### config.mk
export PLATFORM = sky130hd
export DESIGN_NAME = kst_ram
export DESIGN_NICKNAME = d
export VERILOG_FILES = /design/src/design/kst_ram.sv
export SDC_FILE = /design/constraint.sdc
export NUM_CORES = 1
export LEC_CHECK = 0
export ABC_CLOCK_PERIOD_IN_PS = 2600
export BUFFER_PORTS_ARGS = -buffer_cell sky130_fd_sc_hd__buf_2
export CELL_PAD_IN_SITES_DETAIL_PLACEMENT = 1
export CELL_PAD_IN_SITES_GLOBAL_PLACEMENT = 2
export CORE_MARGIN = 2
export CORE_UTILIZATION = 48
export DETAILED_ROUTE_END_ITERATION = 10
export MAX_ROUTING_LAYER = met4
export PLACE_DENSITY = 0.78
export SETUP_SLACK_MARGIN = 0.02
export SLEW_MARGIN = 15
export SYNTH_ARGS = -nofsm -noshare
export SYNTH_HDL_FRONTEND = slang
export SYNTH_SLANG_ARGS = --single-unit
### constraint.sdc
create_clock -name clk -period 2.6 [get_ports clk]
set_input_delay 0.52 -clock clk [delete_from_list [all_inputs] [get_ports clk]]
set_output_delay 0.52 -clock clk [all_outputs]
set_load 0.05 [all_outputs]
### src/design/kst_ram.sv
// Generic single write, single read RAM with registered read data.
`timescale 1ns / 1ps
`default_nettype none
module kst_ram #(
  parameter int WIDTH = 8,
  parameter int DEPTH = 16
) (
  input  wire logic                     clk,
  input  wire logic                     we,
  input  wire logic [$clog2(DEPTH)-1:0] waddr,
  input  wire logic [WIDTH-1:0]         wdata,
  input  wire logic [$clog2(DEPTH)-1:0] raddr,
  output logic      [WIDTH-1:0]         rdata
);

  logic [WIDTH-1:0] mem [DEPTH];

  // write port and registered read port
  always_ff @(posedge clk) begin
    if (we) begin
      mem[waddr] <= wdata;
    end
    rdata <= mem[raddr];
  end

endmodule
`default_nettype wire

==> results of run 1 <==
==> synthesized netlist by cell type, types with 2 or more instances <==
| master | instances |
|---|---|
| buf_6 | 3 |
| nand2b_1 | 2 |
| mux4_1 | 14 |
| nand3b_1 | 2 |
| a22oi_1 | 16 |
| mux4_2 | 18 |
| edfxtp_1 | 128 |
| nor2_1 | 13 |
| nand2_1 | 9 |
| clkdlybuf4s25_2 | 3 |
| buf_2 | 3 |
| dfxtp_1 | 8 |
| nor3_1 | 4 |
==> metal layers <==
layer	global-route usage, %	vias up
met3	4.36	17
li1	-	1094
met1	28.3	1322
met2	31.9	63
met5	-	-
met4	7.05	0
==> worst min path at each step <==
stage               depth (start not counted)        end       start
floorplan                                   0  mem[0][0]    wdata[0]
global placement                            3   rdata[1]  mem[11][1]
detailed placement                          3   rdata[5]  mem[15][5]
CTS                                         1  mem[5][6]    wdata[6]
global route                                1  mem[5][6]    wdata[6]
finish                                      1  mem[5][6]    wdata[6]
==> cell usage in the layout, fill, tap and decap left out <==
cell,count
edfxtp_1,128
buf_2,25
buf_4,24
mux4_2,18
a22oi_1,16
clkbuf_16,16
mux4_1,14
nor2_1,13
nand2_1,9
dfxtp_1,8
clkbuf_1,5
nor3_1,4
clkinv_2,4
bufinv_16,4
nand3b_1,2
nand2b_1,2
clkbuf_8,2
buf_12,2
nor2b_1,1
and2_1,1
and2b_1,1
nand3_1,1
or3b_2,1
clkinvlp_4,1
==> power groups by stage <==
stage	sequential, uW	combinational, uW	clock (uW)
2_1_floorplan	2560	124	0
3_3_place_gp	2510	276	0
3_5_place_dp	2510	285	0
4_1_cts	2470	287	2430
5_1_grt	2470	304	2530
6_report	2470	283	2410
==> layout make-up <==
class / count / area [sq um] / area share (%)
clock inverter: 9 / 148 / 2.39
sequential: 136 / 4000 / 64.9
timing repair buffer: 51 / 345 / 5.60
clock buffer: 23 / 447 / 7.24
tap: 136 / 170 / 2.76
multi-input combinational: 83 / 1060 / 17.1
==> per-stage QoR <==
step	total power [uW]	util (%)	hold slack [ns]
after floorplan	2680	-	0.619
after global placement	2790	53.8	0.655
after detailed placement	2800	53.8	0.661
after CTS	5190	59.5	0.382
after global routing	5300	59.5	0.392
final	5160	59.5	0.390
==> registers in the layout, indices dropped and copies added, names as in the netlist <==
name	flops
rdata	8
mem	128
==> kinds of logic (layout without fill, tap and decap cells) <==
kind of cell,Yosys count,in the layout
AO/OA/AOI/OAI,16,16
buffers and inverters,10,83
flip-flops,136,136
multiplexers,32,32
AND/OR/NAND/NOR,35,35
==> metrics.md, run 1 <==
| Metric | Value |
|---|---|
| CP endpoint kind | output port |
| Crit path max-delay family | flip-flops |
| EDFF count, synth | 128 |
| RSZ-0062 raised after global routing | false |
| Simple-Gate Fraction of Synth Area | 3.18% |
| Mapped Cells | 229 |
| Rows | 37 |
| Data arrival, critical path | 1.15 ns |
| Top FF cell, synth | edfxtp_1 |
| Top-area cell type share of the netlist area | 74.7% |
| Vias | 2,496 |
| Crit path buffers/inverters | 1 |
| Multiplexer share of the synthesized area | 15.0% |
| Synth Area in Compound Gates | 2.33% |
| Worst slew pin tran | 0.426 ns |
| Worst-case clock buffer depth | 2 |
| Synth Area in XOR/XNOR | 0% |
| Post-CTS sizing | 0 |
| Detailed Route Iter0 Violations | 139 |
| Vias in the first global route | 2,629 |
| Slowest Stage Delay on Critical Path | 0.36 ns |
| GRT overflow | 0 |
| Largest net degree at the start of global routing | 17 |
| Max Used Layer | met4 |
| Period utilisation layout | 64.2% |
| Layout cells sized above 1 | 32.1% |
| Fillers | 896 |
| Distinct cells, synth | 19 |
| Width of the die | 108 um |
| DPL Wire Length | 7030 um |
| Die area | 11,600 sq um |
| Switching Power | 1030 uW |
| Sequential share of power | 47.8% |
| Critical path type | reg -> out |
| Routed vias/inst | 5.70 |
| Post-Synth Adder-Cell Area | 0% |
| ANT nets after route | 0 |
| Num CTS Buffers | 17 |
| Peak VDD IR | 468 uV |
| Synthesis Warnings | 0 |
| Clock skew after layout | 0.00434 ns |
| Total Routing Usage GR | 20.8% |
| Cell taking the most area after synthesis | edfxtp_1 |
| CTS tree | done |
| Final Net Count | 307 |
| Crit path time final | 1.67 ns |
| Crit path to | rdata[4] |
| Worst Hold Class | in -> reg |
| Reg-to-reg startpoint | mem[1][5] |
| Syn_nets | 247 |
| First-pass GRT wire length | 16,200 um |
| Max-slew headroom | 71.6% |
| DR pass1 iterations | 4 |
| Antenna violations before repair | 0 |
| Post-synth ARST share | 0% |
| Number of cells on the critical path | 1 |
| Buffers on Ports | 25 |
| I/O Pins | 26 |
| Routed length per instance | 24.1 um |
| Die Y | 108 um |
| Mapped cell area | 5150 sq um |
| Hold Vio Cnt, Final | 0 |
| Total core area | 10,400 sq um |
| Pre-CTS worst setup slack | 0.523 ns |
| Metal3 WL | 434 um |
| Outcome | finished, final reports clean |
| Worst R2R End | rdata[5] |
| Main combinational cell family by area after synthesis | multiplexers |
| Max cap viols | 0 |
| Crit-path slowest cell | dfxtp_1 |
| ANT cells | 0 |
| WL met2 | 5140 um |
| Final Non-Filler Cells | 438 |
| Clk pin slew, worst setup/hold paths | 0.06 ns |
| Leak Pwr | 0.00213 uW |
| Final worst slack | 0.930 ns |
| Synth Register Bits | 136 |
| Worst Path Required | 2.08 ns |
| Setup Viol. Count Final | 0 |
| Largest driver fanout on the critical path | 1 |
| Worst-case reg-to-reg path depth | 3 |
| Area Overhead vs Synth | 19.9% |
| Hold_buf cts | 0 |
| Setup bufs post-CTS | 0 |
| Clock sink total | 136 |
| Clk_lat worst skew | 0.51 ns |
| Internal | 4130 uW |
| H-Tree Level Count | 4 |
| Worst reg-to-reg setup slack | 1.15 ns |
| Sequential-to-total area share from yosys stat | 77.8% |
| Remaining DRCs | 0 |
| Cell Pwr Density | 836 nW/um^2 |
| Root Driver | clkbuf_8 |
| Setup TNS | 0 ns |
| Routability Congestion | 0.752 |
| Met1 Wirelength | 4830 um |
| Initial Utilization | 49.6% |
| Clock power frac | 46.7% |
| Cell Chain, Critical Path | buf_2 |
| Combinational fraction of design power | 5.5% |
| Critical path launch point | rdata[4] |
| Fin. max-slew vios | 0 |
| Final wirelength | 10,600 um |
| Largest cells by area after synthesis | edfxtp_1 75%, mux4_2 7.9%, mux4_1 7.1% |
| Mapped Avg Cell Area | 22.5 sq um |
| Sw frac | 19.9% |
| Final instance area | 6170 sq um |
| Worst Setup Start Kind | register |
| DP Area | 5580 sq um |
| Max Clock Freq | 599 MHz |
| Dpl cells | 406 |
(Power assumes the default switching activity.)
==> inputs of run 2 (changes only) <==
- ABC_AREA: default -> 1
- ABC_CLOCK_PERIOD_IN_PS: 2600 -> 1700
- CORE_UTILIZATION: 48 -> 40
- clock period: 2.6 -> 1.7 ns (I/O delays scaled with it)
==> metrics.md, run 2 <==
| Metric | Value |
|---|---|
| Num CTS Buffers | 17 |
| Mapped Cells | 551 |
| Synth Register Bits | 136 |
| Outcome | finished, final reports clean |
| Area Overhead vs Synth | 17.0% |
| Width of the die | 124 um |
| Setup TNS | 0 ns |
| Most flops, register | mem |
| Final Non-Filler Cells | 787 |
| Detailed Route Iter0 Violations | 204 |
| Mapped cell area | 5770 sq um |
| Crit-path slowest cell | dfxtp_1 |
| Routability Congestion | 0.794 |
| Largest register FFs | 128 |
| Fillers | 1,567 |
| GRT overflow | 0 |
| Data arrival, critical path | 1.07 ns |
| Worst reg-to-reg setup slack | 0.61 ns |
| Cell Chain, Critical Path | buf_2 |
| Worst Path Required | 1.36 ns |
| Distinct cells, synth | 12 |
| RSZ-0062 raised after global routing | false |
| CTS tree | done |
| Largest cells by area after synthesis | edfxtp_1 67%, nand2_1 11%, nand3_1 8.4% |
| Buffers on Ports | 25 |
| Worst-case clock buffer depth | 2 |
| Routed vias/inst | 4.80 |
| Synthesis Warnings | 0 |
| Worst Hold Class | in -> reg |
| Top FF cell, synth | edfxtp_1 |
| Worst Setup Start Kind | register |
| I/O Pins | 26 |
| Worst slew pin tran | 0.411 ns |
| Reg-to-reg startpoint | mem[1][5] |
| Register area | 4000 sq um |
| Peak VDD IR | 676 uV |
| Hold Vio Cnt, Final | 0 |
| Slowest Stage Delay on Critical Path | 0.37 ns |
| Top-area cell type share of the netlist area | 66.7% |
| Largest driver fanout on the critical path | 1 |
| Clk_lat worst skew | 0.42 ns |
| Post-synth ARST share | 0% |
| Antenna violations before repair | 0 |
| Top cells by instance count after synthesis | 173 x nand2_1, 128 x edfxtp_1, 100 x inv_1 |
| Setup bufs post-CTS | 0 |
| M2 GR Usage | 35.3% |
| DR pass1 iterations | 4 |
| ANT nets after route | 0 |
| Layout cells sized above 1 | 12.5% |
| Clock sink total | 136 |
| First-pass GRT wire length | 22,400 um |
| Post-CTS sizing | 0 |
| DPL Wire Length | 9110 um |
| Rows | 43 |
| Multi-input gate area | 1210 sq um |
| Period utilisation layout | 82.8% |
| Most common cell after layout, fill and taps aside | nand2_1 |
| Met3 usage | 4.72% |
| Dpl cells | 757 |
| Die Y | 124 um |
| Critical path type | reg -> out |
| Crit path to | rdata[0] |
| Hold_buf cts | 0 |
| Setup Viol. Count Final | 0 |
| Final wirelength | 14,400 um |
| EDFF count, synth | 128 |
| GRT Max-Usage Layer | met2 |
| Remaining DRCs | 0 |
| Fin. max-slew vios | 0 |
| Final Net Count | 614 |
| Vias in the first global route | 3,928 |
| Number of cells on the critical path | 1 |
| Crit path time final | 1.41 ns |
| Largest net degree at the start of global routing | 65 |
| Crit path buffers/inverters | 1 |
| Cell Pwr Density | 1140 nW/um^2 |
| Total core area | 14,000 sq um |
| Max-slew headroom | 72.6% |
| Worst R2R End | rdata[5] |
| Die area | 15,400 sq um |
| Worst-case reg-to-reg path depth | 6 |
| Max Clock Freq | 711 MHz |
| Most frequent cells in the layout | 173 x nand2_1, 128 x edfxtp_1, 100 x inv_1 |
| Met1 Use GR | 26.9% |
| Max cap viols | 0 |
| Clock skew after layout | 0.00525 ns |
| Leak Pwr | 0.00294 uW |
| Syn_nets | 569 |
| Clk pin slew, worst setup/hold paths | 0.05 ns |
| Most common cell in the netlist | nand2_1 |
| Critical path launch point | rdata[0] |
| Mapped Avg Cell Area | 10.5 sq um |
| Top Registers | mem x128, rdata x8 |
| CP endpoint kind | output port |
| Total Routing Usage GR | 21.6% |
| Routed length per instance | 18.3 um |
| Crit path max-delay family | flip-flops |
| H-Tree Level Count | 4 |
| ANT cells | 0 |
| Root Driver | clkbuf_16 |
| Initial Utilization | 41.2% |
| Sequential-to-total area share from yosys stat | 69.4% |
| Vias | 3,779 |
| Cell taking the most area after synthesis | edfxtp_1 |
[run 2: changes by cell type after synthesis, sizes merged, moves of 4 or more]
cell   before  now
a22oi      16    0
buf         7   24
nor2       13   17
nor3        4    0
mux4       32    0
inv         0  102
nand3       1   97
nand2       9  173
[run 2: worst min-delay path by stage]
stage          startpoint         to  slack, ns  depth (start not counted)
6_report         raddr[3]   rdata[6]       0.29                          3
5_1_grt          raddr[3]   rdata[6]       0.30                          3
4_1_cts          raddr[3]   rdata[6]       0.27                          3
3_5_place_dp   mem[14][6]   rdata[6]       0.68                          6
3_3_place_gp   mem[14][6]   rdata[6]       0.67                          6
2_1_floorplan    wdata[0]  mem[0][0]       0.44                          0
[run 2: power breakdown]
group	switching [uW]	total (uW)	internal [uW]
Clock	1240	3340	2100
Sequential	23.1	3770	3750
Combinational	412	568	156
[run 2: final cells by class]
| type | instances | share of cell area (%) |
|---|---|---|
| clock buffers | 26 | 7.25 |
| multi-input cells | 289 | 18.0 |
| clock inverters | 4 | 0.668 |
| repair buffers | 50 | 5.75 |
| flip-flops and latches | 136 | 59.3 |
| well taps | 180 | 3.34 |
| inverters | 102 | 5.67 |
[run 2: cells by family (layout without fill, tap and decap cells)]
kind of cell,after synthesis,after routing,share of synthesized area [%]
buf+inv,126,182,9.52
flops,136,136,69.4
simple gates,289,289,21.0
[run 2: stage by stage]
step / hold WS, ns / total power (uW) / setup slack [ns] / instance area [sq um] / util, %
floorplan: 0.439 / 4180 / 0.409 / 5770 / -
global placement: 0.671 / 4410 / 0.240 / 6210 / 44.4
detailed placement: 0.676 / 4420 / 0.221 / 6210 / 44.4
CTS: 0.272 / 7770 / 0.280 / 6750 / 48.2
global route: 0.299 / 7950 / 0.259 / 6750 / 48.2
finish: 0.295 / 7680 / 0.293 / 6750 / 48.2
[run 2: worst reg2reg max path: stages, from the launching register on]
cell	delay, ns
edfxtp_1	0.38
inv_1	0.08
nand2_1	0.05
nand3_1	0.09
nand3_1	0.12
nand3_1	0.16
nand2_1	0.09
[run 2: per-layer routing]
metal | vias to the layer above | part of all wire, %
met5 | - | 0
met4 | 0 | 1.4
met3 | 18 | 3.5
met2 | 67 | 50
met1 | 1835 | 45
li1 | 1859 | -
